--- src/rtl/tmrm_pkg.sv ---
// Shared types and constants for the transceiver management read mux.
// Holds the decoded operation format passed from the front end to the back end.
// No dependencies.
package tmrm_pkg;

	localparam logic [7:0] DOM_FIRST     = 8'd96;
	localparam logic [7:0] DOM_LAST      = 8'd105;
	localparam int         SNAP_DEPTH    = 10;
	localparam int         SNAP_AW       = $clog2(SNAP_DEPTH);

	localparam logic [7:0] PW_FIRST      = 8'h78;
	localparam logic [7:0] PW_LAST       = 8'h7E;
	localparam int         PW_LEN        = 7;
	localparam int         PW_AW         = $clog2(PW_LEN);
	localparam logic [7:0] PW_BYTES [PW_LEN] = '{8'h43, 8'h49, 8'h47, 8'h2D, 8'h53, 8'h46, 8'h50};

	localparam logic [7:0] PAGE_SEL_ADDR = 8'h7F;
	localparam logic [7:0] PAGE_00       = 8'h00;
	localparam logic [7:0] PAGE_01       = 8'h01;
	localparam logic [7:0] PAGE_02       = 8'h02;
	localparam logic [7:0] PAGE_80       = 8'h80;
	localparam logic [7:0] BYTE_FF       = 8'hFF;

	localparam int         ID_DEPTH      = 256;
	localparam int         PAGE_DEPTH    = 128;
	localparam int         PAGE_AW       = $clog2(PAGE_DEPTH);

	// write targets, also bit positions in op_t.wr_en
	localparam int         NUM_TABLES    = 6;
	localparam logic [2:0] TSEL_ID       = 3'd0;
	localparam logic [2:0] TSEL_LOWER    = 3'd1;
	localparam logic [2:0] TSEL_P00      = 3'd2;
	localparam logic [2:0] TSEL_P02      = 3'd3;
	localparam logic [2:0] TSEL_P80      = 3'd4;
	localparam logic [2:0] TSEL_DOM      = 3'd5;

	localparam int         QDEPTH        = 2;
	localparam int         QPTR_W        = $clog2(QDEPTH);
	localparam int         QCNT_W        = $clog2(QDEPTH + 1);

	typedef enum logic [2:0] {
		K_WRITE   = 3'd0,
		K_ID      = 3'd1,
		K_DOM     = 3'd2,
		K_ZERO    = 3'd3,
		K_PAGESEL = 3'd4,
		K_LOWER   = 3'd5,
		K_UPPER   = 3'd6
	} kind_t;

	typedef enum logic [2:0] {
		SRC_ZERO  = 3'd0,
		SRC_FF    = 3'd1,
		SRC_ID    = 3'd2,
		SRC_LOWER = 3'd3,
		SRC_P00   = 3'd4,
		SRC_P02   = 3'd5,
		SRC_P80   = 3'd6,
		SRC_SNAP  = 3'd7
	} src_t;

	typedef struct packed {
		kind_t                 kind;
		logic [NUM_TABLES-1:0] wr_en;
		logic                  locked;
		logic                  sd;
		logic [7:0]            addr;
		logic [7:0]            data;
	} op_t;

endpackage

--- src/rtl/tmrm_queue.sv ---
// Short queue of decoded operations between the front end and the back end.
// Depends on tmrm_pkg.
module tmrm_queue (
	input  logic          clk,
	input  logic          arst_n,
	input  logic          wr,
	input  tmrm_pkg::op_t wr_data,
	output logic          full,
	input  logic          rd,
	output tmrm_pkg::op_t rd_data,
	output logic          not_empty
);
	import tmrm_pkg::*;

	op_t               slot_q [QDEPTH];
	logic [QPTR_W-1:0] wr_ptr_q;
	logic [QPTR_W-1:0] rd_ptr_q;
	logic [QCNT_W-1:0] count_q;

	assign full      = (count_q == QCNT_W'(QDEPTH));
	assign not_empty = (count_q != '0);
	assign rd_data   = slot_q[rd_ptr_q];

	function automatic logic [QPTR_W-1:0] next_ptr(input logic [QPTR_W-1:0] p);
		return (p == QPTR_W'(QDEPTH - 1)) ? '0 : p + QPTR_W'(1);
	endfunction

	always_ff @(posedge clk) begin
		if (wr) begin
			slot_q[wr_ptr_q] <= wr_data;
		end
	end

	always_ff @(posedge clk or negedge arst_n) begin
		if (!arst_n) begin
			wr_ptr_q <= '0;
			rd_ptr_q <= '0;
			count_q  <= '0;
		end else begin
			if (wr) begin
				wr_ptr_q <= next_ptr(wr_ptr_q);
			end
			if (rd) begin
				rd_ptr_q <= next_ptr(rd_ptr_q);
			end
			if (wr && !rd) begin
				count_q <= count_q + QCNT_W'(1);
			end else if (rd && !wr) begin
				count_q <= count_q - QCNT_W'(1);
			end
		end
	end

endmodule

--- config.mk ---
export PLATFORM = sky130hd
export DESIGN_NAME = tmrm_queue
export DESIGN_NICKNAME = d
export VERILOG_FILES = /design/src/rtl/tmrm_pkg.sv /design/src/rtl/tmrm_queue.sv
export SDC_FILE = /design/constraint.sdc
export NUM_CORES = 1
export LEC_CHECK = 0
export BUFFER_PORTS_ARGS = -buffer_cell sky130_fd_sc_hd__buf_4
export CORE_MARGIN = 4
export CORE_UTILIZATION = 55
export CTS_CLUSTER_SIZE = 28
export DETAILED_ROUTE_END_ITERATION = 10
export MAX_ROUTING_LAYER = met4
export PLACE_DENSITY = 0.84
export SYNTH_ARGS = -nofsm -noshare
export SYNTH_HDL_FRONTEND = slang
export SYNTH_SLANG_ARGS = --single-unit
--- constraint.sdc ---
create_clock -name clk -period 3.95 [get_ports clk]
set_clock_uncertainty 0.15 [all_clocks]
set_input_delay 0.1975 -clock clk [delete_from_list [all_inputs] [get_ports clk]]
set_output_delay 0.1975 -clock clk [all_outputs]
set_load 0.01 [all_outputs]
# After elaboration in Yosys (flattened, before gate mapping)
# Memories as Yosys holds them, arrays and structs flattened.
# Index checks and enable logic that the tools add are counted.
[classes] add_sub_neg=4 n_eq_ne=1 mux=6 reduce_logical=6
[op_table] cell="$mux 1" count=4
[op_table] cell="$mux 2" count=2
[op_table] cell="$reduce_bool 2->1" count=2
[op_table] cell="$add 1x1->1 const B" count=2
[op_table] cell="$add 2x1->2 const B" count=1
[op_table] cell="$eq 2x2->1 const B" count=1
[op_table] cell="$logic_and 1x1->1" count=2
[op_table] cell="$logic_not 1->1" count=2
[op_table] cell="$sub 2x1->2 const B" count=1
[word_totals] reg_bits=4 ramBits=54 output_inout_bits=29 wordCells=21 n_memories=1
[memory_table] memory="slot_q" words=2 word_bits=27 rd=1 rd_ports_with_merged_regs=0 wr=1 line="tmrm_queue.sv:15" rtl="op_t slot_q [QDEPTH];"

# Depth between registers and ports, before layout
[logic_depth] depth_word=4 depth_mapped=5

# Worst setup path before layout
# Ideal clock, no wire load.
[synth_path] path_type="register to register" from="register wr_ptr_q" to="memory slot_q[0][0] in the netlist's numbering, enable pin" setup_ns=0.414 arrival_time_ns=1.622 required_ns=3.386 path_slack_ns=1.764 stages_incl_launch_ff=2 path_buffers=0 period_less_slack_ns=2.186 cell_sequence="dfrtp_1 nor2b_1"
[synth_rtl] element="from (decl)" line="tmrm_queue.sv:16" rtl="logic [QPTR_W-1:0] wr_ptr_q;"
[synth_rtl] element="from (signal assigned)" line="tmrm_queue.sv:41" rtl="wr_ptr_q <= next_ptr(wr_ptr_q);"
[synth_rtl] element="to (decl)" line="tmrm_queue.sv:15"
# Straight into the memory's write port.

==> summary.md <==
| Metric | Value |
|---|---|
| Avg Cell Area, Syn | 22.4 um2 |
| Crit path DAT | 2.15 ns |
| Core area | 0.00380 mm2 |
| Layout fillers | 166 |
| Mapped Cells | 100 |
| Net Count, Synth | 132 |
| DRT Pass-1 Iters | 4 |
| Most frequent cells in the layout | 61 x buf_4, 54 x edfxtp_1, 30 x dlygate4sd3_1, 19 x mux2_4, 12 x clkbuf_8 |
| Hold Path Class | primary input to asynchronous set/reset pin |
| Worst Tran Pin Value | 1.20 ns |
| Worst-path clk slew | 0.06 ns |
| Final Max Slew Viols | 0 |
| Die Span X | 71.8 um |
| Buffer count from post-CTS setup fixing | 0 |
| Pwr Total | 2.14 mW |
| Die area | 0.00515 mm2 |
| CTS Sinks | 58 |
| Gpl congestion | 0.674 |
| Vias per cell | 4.95 |
| Clk root buf | clkbuf_8 |
| Crit path time final | 2.50 ns |
| CTS tree | built |
| Remaining DRCs | 0 |
| Leak | 1.31 nW |
| CTS Buf Count | 9 |
| Adder-cell share of the synthesized area | 0.559% |
| Pin count of the biggest net entering global routing | 28 |
| Most common cell after layout, fill and taps aside | buf_4 |
| R2R cell count | 1 |
| # IOs | 60 |
| Layout cells sized above 1 | 51.0% |
| CTS resizes | 0 |
| Synthesized-area fraction occupied by and/or/nand/nor cells | 1.29% |
| Initial Util | 58.9% |
| Clk_lat worst skew | 0.32 ns |
| 1st-iter DRT viols | 81 |
| Kind of critical path | flop to output pin |
| P per Cell Area | 666 mW/mm2 |
| Wire per inst | 17.7 um |
| Antenna Nets Post-Route | 0 |
| Outcome | complete, no violations |
| Crit path max fanout | 17 |
| CP endpoint kind | output pin |
| Sequential fraction of the synthesis area | 77.0% |
| Setup_tns | 0 ns |
| Htree depth | 3 |
| FMAX | 400 MHz |
| Critical path data required time | 3.60 ns |
| Row Count | 22 |
| FF+latch count, synth | 58 |
| Fin Hold WS | 0.0802 ns |
| Unrepaired setup endpoints after global routing | false |
| Vias in the first global route | 1,419 |
| CTS Buffer Depth | 2 |
| Final global-route overflow total | 0 |
| Multiplexer share of the synthesized area | 16.8% |
| Via count | 1,247 |
| Gr usage total | 19.7% |
| HPWL after DPL | 2610 um |
| Area Growth Syn to Fin | 43.7% |
| Unique masters post-synth | 14 |
| Fin crit share | 63.3% |
| Syn Std Cell Area | 0.00224 mm2 |
| Yosys Warn Count | 0 |
| IO buf count | 59 |
| Crit path launch type | flop |
| Final setup viols | 0 |
| DIE HEIGHT | 71.8 um |
| Detailed Route WL | 4460 um |
| Slew headroom | 19.7% |
| ANT cells | 0 |
| First-pass GRT wire length | 7010 um |
| Nets | 231 |
| Main combinational cell family by area after synthesis | multiplexers |
| Max cap viols | 0 |
| Max rail drop VDD | 0.000513 V |
| Synth Area in XOR/XNOR | 1.96% |
| Final Hold Violating Endpoints | 0 |
| Synth Area in Compound Gates | 0% |
| Initial antenna violation count | 0 |
what timing repair did:
item	4_1_cts	5_1_grt
hold buffers	30	0
endpoints found under the hold margin	60	0
setup endpoints to repair	0	0
cells in the mapped netlist:
| master | instances | area share, % |
|---|---|---|
| xnor2_1 | 1 | 0.39 |
| ha_1 | 1 | 0.56 |
| buf_12 | 2 | 1.8 |
| or2_2 | 1 | 0.28 |
| edfxtp_1 | 54 | 72 |
| nor2b_1 | 2 | 0.56 |
| xor2_1 | 4 | 1.6 |
| inv_1 | 1 | 0.17 |
| and2_1 | 1 | 0.28 |
| mux2_4 | 19 | 13 |
| mux2_2 | 8 | 4.0 |
| dfrtp_1 | 4 | 4.5 |
| nor2_1 | 1 | 0.17 |
| buf_6 | 1 | 0.50 |
cell families after synthesis:
group,Yosys count
adder cells (fa/ha/maj),1
XOR/XNOR,5
buffers and inverters,4
AND/OR/NAND/NOR,5
multiplexers,27
flip-flops,58
final timing paths:
path,start,end,slack (ns)
worst max-delay path,rd_ptr_q,rd_data[7],1.45
worst min-delay path,arst_n,wr_ptr_q,0.08
worst max register to register,wr_ptr_q,slot_q[1][17],2.06
worst min register to register,count_q[1],count_q[1],0.35
max in group asynchronous,arst_n,count_q[0],3.46
min in group clk,count_q[1],count_q[1],0.35
worst max-delay path, stage by stage (launching register included):
cell     delay (ns)
dfrtp_1        0.93
buf_4          0.38
mux2_2         0.37
buf_4          0.14
where the power goes:
group          internal (mW)  switching [mW]
sequential             0.823          0.0875
combinational          0.397           0.274
clock                  0.343           0.216
cell type report:
cell class | count | area (um2) | area share (%)
sequential | 58 | 1720 | 53.6
timing repair buffer | 91 | 758 | 23.6
multi-input combinational | 38 | 463 | 14.4
clock buffer | 14 | 173 | 5.37
tap | 48 | 60.1 | 1.87
clock inverter | 2 | 35.0 | 1.09
inverter | 1 | 3.75 | 0.117
state kept, by name (all words and copies together) (netlist names):
signal / cells
count_q: 2
rd_ptr_q: 1
slot_q: 54
wr_ptr_q: 1
stage by stage:
step | area, um2 | setup WS [ns] | util, % | instances
finish | 3210 | 1.45 | 84.6 | 252
global route | 3210 | 1.34 | 84.6 | 252
global placement | 2710 | 1.85 | 71.2 | 206
CTS | 3210 | 1.45 | 84.6 | 252
floorplan | 2240 | 1.76 | - | 100
detailed placement | 2710 | 1.81 | 71.2 | 206
per-layer routing:
layer / part of all wire, % / global-route usage (%) / routed length, um / up-vias
met5: 0 / - / 0 / -
met2: 54 / 32.8 / 2430 / 39
met3: 4.8 / 6.31 / 216 / 13
li1: - / - / - / 580
met1: 38 / 20.4 / 1680 / 615
met4: 3.1 / 11.5 / 137 / 0
(Power assumes the default switching activity.)
