--- src/rtl/tmrm_pkg.sv ---
// Shared types and constants for the transceiver management read mux.
// Holds the decoded operation format passed from the front end to the back end.
// No dependencies.
package tmrm_pkg;

	localparam logic [7:0] DOM_FIRST     = 8'd96;
	localparam logic [7:0] DOM_LAST      = 8'd105;
	localparam int         SNAP_DEPTH    = 10;
	localparam int         SNAP_AW       = $clog2(SNAP_DEPTH);

	localparam logic [7:0] PW_FIRST      = 8'h78;
	localparam logic [7:0] PW_LAST       = 8'h7E;
	localparam int         PW_LEN        = 7;
	localparam int         PW_AW         = $clog2(PW_LEN);
	localparam logic [7:0] PW_BYTES [PW_LEN] = '{8'h43, 8'h49, 8'h47, 8'h2D, 8'h53, 8'h46, 8'h50};

	localparam logic [7:0] PAGE_SEL_ADDR = 8'h7F;
	localparam logic [7:0] PAGE_00       = 8'h00;
	localparam logic [7:0] PAGE_01       = 8'h01;
	localparam logic [7:0] PAGE_02       = 8'h02;
	localparam logic [7:0] PAGE_80       = 8'h80;
	localparam logic [7:0] BYTE_FF       = 8'hFF;

	localparam int         ID_DEPTH      = 256;
	localparam int         PAGE_DEPTH    = 128;
	localparam int         PAGE_AW       = $clog2(PAGE_DEPTH);

	// write targets, also bit positions in op_t.wr_en
	localparam int         NUM_TABLES    = 6;
	localparam logic [2:0] TSEL_ID       = 3'd0;
	localparam logic [2:0] TSEL_LOWER    = 3'd1;
	localparam logic [2:0] TSEL_P00      = 3'd2;
	localparam logic [2:0] TSEL_P02      = 3'd3;
	localparam logic [2:0] TSEL_P80      = 3'd4;
	localparam logic [2:0] TSEL_DOM      = 3'd5;

	localparam int         QDEPTH        = 2;
	localparam int         QPTR_W        = $clog2(QDEPTH);
	localparam int         QCNT_W        = $clog2(QDEPTH + 1);

	typedef enum logic [2:0] {
		K_WRITE   = 3'd0,
		K_ID      = 3'd1,
		K_DOM     = 3'd2,
		K_ZERO    = 3'd3,
		K_PAGESEL = 3'd4,
		K_LOWER   = 3'd5,
		K_UPPER   = 3'd6
	} kind_t;

	typedef enum logic [2:0] {
		SRC_ZERO  = 3'd0,
		SRC_FF    = 3'd1,
		SRC_ID    = 3'd2,
		SRC_LOWER = 3'd3,
		SRC_P00   = 3'd4,
		SRC_P02   = 3'd5,
		SRC_P80   = 3'd6,
		SRC_SNAP  = 3'd7
	} src_t;

	typedef struct packed {
		kind_t                 kind;
		logic [NUM_TABLES-1:0] wr_en;
		logic                  locked;
		logic                  sd;
		logic [7:0]            addr;
		logic [7:0]            data;
	} op_t;

endpackage

--- src/rtl/tmrm_front.sv ---
// Front end: takes input items, holds the offset limit, classifies each item.
// Depends on tmrm_pkg; feeds tmrm_queue.
module tmrm_front (
	input  logic             clk,
	input  logic             arst_n,
	input  logic             push,
	output logic             full,
	input  logic             func,
	input  logic             is_a0,
	input  logic [7:0]       reg_addr,
	input  logic [2:0]       table_sel,
	input  logic [7:0]       write_data,
	input  logic             dom_locked,
	input  logic             offset_limit_we,
	input  logic [7:0]       offset_limit_wdata,
	output logic             q_push,
	output tmrm_pkg::op_t    q_data,
	input  logic             q_full
);
	import tmrm_pkg::*;

	logic [7:0] limit_q;

	always_ff @(posedge clk or negedge arst_n) begin
		if (!arst_n) begin
			limit_q <= 8'hFF;
		end else if (offset_limit_we) begin
			limit_q <= offset_limit_wdata;
		end
	end

	assign full   = q_full;
	assign q_push = push && !q_full;

	always_comb begin
		q_data        = '0;
		q_data.kind   = K_LOWER;
		q_data.addr   = reg_addr;
		q_data.data   = write_data;
		q_data.locked = dom_locked;
		q_data.sd     = !func && (reg_addr > limit_q);
		if (func) begin
			q_data.kind = K_WRITE;
			unique case (table_sel)
				TSEL_ID:    q_data.wr_en[TSEL_ID]    = 1'b1;
				TSEL_LOWER: q_data.wr_en[TSEL_LOWER] = !reg_addr[7];
				TSEL_P00:   q_data.wr_en[TSEL_P00]   = !reg_addr[7];
				TSEL_P02:   q_data.wr_en[TSEL_P02]   = !reg_addr[7];
				TSEL_P80:   q_data.wr_en[TSEL_P80]   = !reg_addr[7];
				TSEL_DOM:   q_data.wr_en[TSEL_DOM]   = (reg_addr < 8'(SNAP_DEPTH));
				default:    q_data.wr_en             = '0;
			endcase
		end else begin
			priority if (is_a0) begin
				q_data.kind = K_ID;
			end else if (reg_addr[7]) begin
				q_data.kind = K_UPPER;
			end else if (reg_addr >= DOM_FIRST && reg_addr <= DOM_LAST) begin
				q_data.kind = K_DOM;
			end else if (reg_addr >= PW_FIRST && reg_addr <= PW_LAST) begin
				q_data.kind = K_ZERO;
			end else if (reg_addr == PAGE_SEL_ADDR) begin
				q_data.kind = K_PAGESEL;
			end else begin
				q_data.kind = K_LOWER;
			end
		end
	end

endmodule

--- config.mk ---
export PLATFORM = sky130hd
export DESIGN_NAME = tmrm_front
export DESIGN_NICKNAME = d
export VERILOG_FILES = /design/src/rtl/tmrm_pkg.sv /design/src/rtl/tmrm_front.sv
export SDC_FILE = /design/constraint.sdc
export NUM_CORES = 1
export LEC_CHECK = 0
export BUFFER_PORTS_ARGS = -buffer_cell sky130_fd_sc_hd__buf_2
export CAP_MARGIN = 20
export CORE_UTILIZATION = 38
export CTS_CLUSTER_DIAMETER = 30
export CTS_CLUSTER_SIZE = 20
export DETAILED_ROUTE_END_ITERATION = 6
export MAX_ROUTING_LAYER = met4
export PLACE_DENSITY = 0.78
export SYNTH_ARGS = -nofsm -noshare
export SYNTH_HDL_FRONTEND = slang
export SYNTH_SLANG_ARGS = --single-unit
--- constraint.sdc ---
create_clock -name clk -period 2 [get_ports clk]
set_input_delay 0.3 -clock clk [delete_from_list [all_inputs] [get_ports clk]]
set_output_delay 0.3 -clock clk [all_outputs]
set_load 0.02 [all_outputs]
---- Word level (Yosys, flattened, before mapping) ----
Index checks and enable logic that the tools add are counted.
cells by class
  equal/unequal tests ..................... 6
  muxes and demuxes ....................... 13
  reductions and logical operators ........ 8
  magnitude comparators ................... 6
operator list
  kind                count
  $ge 8x7->1 const B  2
  $le 8x7->1 const B  2
  $mux 3              5
  $eq 8x7->1 const B  1
  $gt 8x8->1          1
  $lt 8x4->1 const B  1
  $mux 1              7
  $eq 3x2->1 const B  2
  $eq 3x3->1 const B  2
  $mux 6              1
  $logic_and 1x1->1   4
  $eq 3x1->1 const B  1
  $logic_not 1->1     3
  $logic_not 3->1     1
word-level totals
  register bits after elaboration ......... 8
  output and inout port bits .............. 29

---- Logic depth before layout (Yosys ltp) ----
  depth in word-level cells ............... 7
  mapped depth ............................ 5
  depth with buffers taken out ............ 5

---- Worst setup path before layout ----
No wires, ideal clock.
  kind .................................... reg2out
  start point ............................. reg limit_q[7]
  end point ............................... out q_data[16] (netlist name)
  arrival ................................. 1.556 ns
  cell stages (with the launch flop) ...... 6
  slack ................................... 0.144 ns
  data required time ...................... 1.700 ns
  path through ............................ dfstp_2 inv_1 ha_1 nand4_1 a211o_1 a211oi_2
RTL lines
  what                    RTL line          text
  from (decl)             tmrm_front.sv:22  logic [7:0] limit_q;
  from (signal assigned)  tmrm_front.sv:28  limit_q <= offset_limit_wdata;
  to (decl)               tmrm_front.sv:17  output tmrm_pkg::op_t q_data,

==> impl_metrics.py <==
metrics = {
    "cells_and_area": {
        "area.growth.synth_to_final_pct": 29.0,
        "largest_reg_flops": 8,
        "final_core_util_pct": 52.4,
        "drive_gt1_share_pct": 58.3,
        "final-instance-count-excl-fill": 154,
        "antenna_cells": 0,
        "fin_nets": 172,
        "fillers": 202,
        "max_flop_register": "limit_q",
        "biggestRegsByFlops": "limit_q: 8 flops",
    },
    "worst_setup_path": {
        "type_of_element_launching_the_critical_path": "flop",
        "worstSetupStartpoint": "limit_q[7]",
        "crit_path_max_fanout": 2,
        "crit_type": "reg -> out",
        "slowest_delay_ns": 0.52,
        "worst-r2r-cell-count": 3,
        "setup.reg_to_reg.worst_slack_ns": 1.06,
        "r2r-end": "limit_q[2]",
        "timing.critical_path.required_ns": 1.70,
        "crit_path_top_delay_cell": "sky130_fd_sc_hd__dfstp_2",
        "arrival_ns": 1.88,
        "cp_top_family": "flip-flops",
        "worstReg2RegStart": "limit_q[2]",
        "cp-end-kind": "output port",
        "worst-path-buf-inv": 2,
        "crit_path_cell_trace": "inv_2, ha_4, nand4_1, a211o_1, a211oi_2, buf_4",
    },
    "run_status": {
        "violations_in_the_final_reports": "negative setup slack",
        "run_status": "finished, violations left",
    },
    "routing": {
        "remaining_drc_errors": 0,
        "detailroute.via_count": 746,
        "routed_wire_length_per_instance_microns": 11.7,
        "drt_first_pass_iters": 4,
        "detailed_router_s_first_iteration_violation_count": 11,
        "number_of_routed_nets_with_antenna_violations": 0,
        "drt-total-wl_mm": 1.80,
        "vias_per_cell": 4.84,
    },
    "grt": {
        "first_global_vias": 603,
        "grt_pass1_wl_mm": 2.42,
        "grt_antenna_before_repair": 0,
        "grt_overflow": 0,
        "grt_max_degree": 16,
        "grt.total_usage_pct": 15.5,
    },
    "floorplan": {
        "die_h_microns": 47.8,
        "die-area_sq_um": 2280,
        "chipWidth_microns": 47.8,
        "i_o_pin_count": 64,
        "fp-row-count": 16,
        "core_sq_um": 1960,
        "initial_utilization_pct": 40.6,
    },
    "logic_synthesis": {
        "synthDistinctLibCells": 23,
        "synth_area_per_cell_sq_um": 8.22,
        "synth.yosys.warnings": 0,
        "syn-num-nets": 140,
        "synth_cells": 97,
        "yosys_register_bits": 8,
        "syn_area_sq_um": 797,
        "yosysSeqAreaShare_pct": 26.4,
    },
    "cts": {
        "cts_hold_buffers": 0,
        "htreeDepth": 1,
        "cts_tree": "built",
        "path_clk_slew_ns": 0.05,
        "clock_path_buffers": 2,
        "clkLatencyLatePin_ns": 0.25,
        "tritoncts_num_sinks": 8,
        "root_buf_cell": "sky130_fd_sc_hd__clkbuf_4",
        "cts-buffers-inserted": 3,
    },
    "sta": {
        "report.final.hold_viol_count": 0,
        "finalMaxSlewViolations": 0,
        "whs_ns": 0.0922,
        "timing.clock.skew_ns": 0,
        "grt_setup_unrepaired": "true",
        "tightest_slew_ns": 0.300,
        "max_clock_freq_mhz": 458,
        "finalCriticalPeriod_ns": 2.18,
        "max-slew-margin-rel_pct": 79.9,
        "report.final.setup_viol": 1,
        "period_share_pct": 109,
        "post_route_worst_setup_slack_ns": -0.184,
    },
    "placement": {
        "port_buffers": 45,
        "placed_cells_incl_taps": 150,
        "dp.final_hpwl_mm": 1.47,
        "dp_worst_setup_slack_ns": 0.0622,
        "gp_congestion": 0.758,
    },
    "power_and_ir_drop": {
        "clockPowerShare_pct": 24.0,
        "power.sequential.fraction_pct": 37.5,
        "totalPowerFinal_uw": 517,
        "power_leakage_nw": 0.503,
        "p_per_area_nw_per_um2": 502,
        "pwr-share-comb_pct": 38.5,
        "total_switching_power_uw": 172,
        "power_report.internal_total_uw": 344,
        "maximum_vdd_ir_drop_mv": 0.368,
        "p_sw_share_pct": 33.3,
    },
    "hold_path": {
        "worst_hold_path_type": "in -> async",
    },
    "run": {
        "maxCapViolations": 0,
    },
}
## cells in the mapped netlist
master / number / area, sq um
sky130_fd_sc_hd__a211o_1: 2 / 17.5
sky130_fd_sc_hd__a211oi_1: 2 / 15.0
sky130_fd_sc_hd__a211oi_2: 1 / 12.5
sky130_fd_sc_hd__a21oi_1: 1 / 5.00
sky130_fd_sc_hd__and3_1: 2 / 12.5
sky130_fd_sc_hd__buf_2: 1 / 5.00
sky130_fd_sc_hd__buf_4: 18 / 135
sky130_fd_sc_hd__dfstp_2: 8 / 210
sky130_fd_sc_hd__ha_1: 8 / 100
sky130_fd_sc_hd__inv_1: 11 / 41.3
sky130_fd_sc_hd__mux2_2: 1 / 11.3
sky130_fd_sc_hd__nand2_1: 11 / 41.3
sky130_fd_sc_hd__nand3_1: 1 / 5.00
sky130_fd_sc_hd__nand3b_1: 2 / 15.0
sky130_fd_sc_hd__nand4_1: 3 / 18.8
sky130_fd_sc_hd__nor2_1: 7 / 26.3
sky130_fd_sc_hd__nor2b_1: 1 / 6.26
sky130_fd_sc_hd__nor3b_2: 2 / 25.0
sky130_fd_sc_hd__nor4_1: 2 / 12.5
sky130_fd_sc_hd__nor4b_1: 1 / 8.76
sky130_fd_sc_hd__o21a_1: 3 / 22.5
sky130_fd_sc_hd__o21ai_0: 7 / 35.0
sky130_fd_sc_hd__o31ai_1: 2 / 15.0
## worst max path at each step
stage	to	slack (ns)	depth (start not counted)
floorplan	q_data[16]	0.14	5
global placement	q_data[16]	0.11	6
detailed placement	q_data[16]	0.06	6
CTS	q_data[16]	-0.16	6
global route	q_data[16]	-0.25	6
finish	q_data[16]	-0.18	6
## cell type report
type	count	area, sq um	share of cell area [%]
multi-input cells	59	485	47.2
repair buffers	46	235	22.9
clock buffers	3	22.5	2.19
flip-flops and latches	8	210	20.4
inverters	11	41.3	4.01
well taps	27	33.8	3.28
## per-layer routing
layer	track usage (%)	vias to the layer above	part of all wire [%]	wire length (microns)
met3	5.66	0	7.5	135
met4	3.33	0	0	0
met2	25.9	37	51	921
met5	-	-	0	0
li1	-	377	-	-
met1	17.7	332	41	747
## kinds of logic after synthesis
family / synth area share [%]
and+or+nand+nor: 21.5
muxes: 1.41
DFF: 26.4
buffers and inverters: 22.8
AOI/OAI and AO/OA: 15.4
adders and majority gates: 12.6
## metrics by stage
step	instance area [sq um]	setup TNS (ns)
finish	1030	-0.184
global route	1030	-0.253
CTS	1030	-0.162
detailed placement	916	0
global placement	916	0
floorplan	797	0
## cell usage in the layout, fill, tap and decap left out, types with 3 or more instances in the layout
| master | count |
|---|---|
| sky130_fd_sc_hd__clkbuf_4 | 3 |
| sky130_fd_sc_hd__ha_4 | 6 |
| sky130_fd_sc_hd__dfstp_2 | 8 |
| sky130_fd_sc_hd__o21ai_0 | 7 |
| sky130_fd_sc_hd__inv_1 | 5 |
| sky130_fd_sc_hd__o21a_1 | 3 |
| sky130_fd_sc_hd__inv_2 | 6 |
| sky130_fd_sc_hd__nor2_1 | 7 |
| sky130_fd_sc_hd__nand2_1 | 11 |
| sky130_fd_sc_hd__buf_2 | 44 |
| sky130_fd_sc_hd__nand4_1 | 3 |
## power groups by stage
stage	clock, mW	sequential (mW)	combinational, mW
3_5_place_dp	0	0.194	0.171
3_3_place_gp	0	0.194	0.163
6_report	0.124	0.194	0.199
4_1_cts	0.127	0.194	0.199
5_1_grt	0.138	0.196	0.221
2_1_floorplan	0	0.193	0.137
## timing repair
action	in CTS	in global routing
pin swaps	5	4
gates resized for setup	14	0
endpoints found under the hold margin	0	0
setup buffers	1	0
endpoints found under the setup margin	1	1
Note: power is estimated with default switching activity, not from simulation.
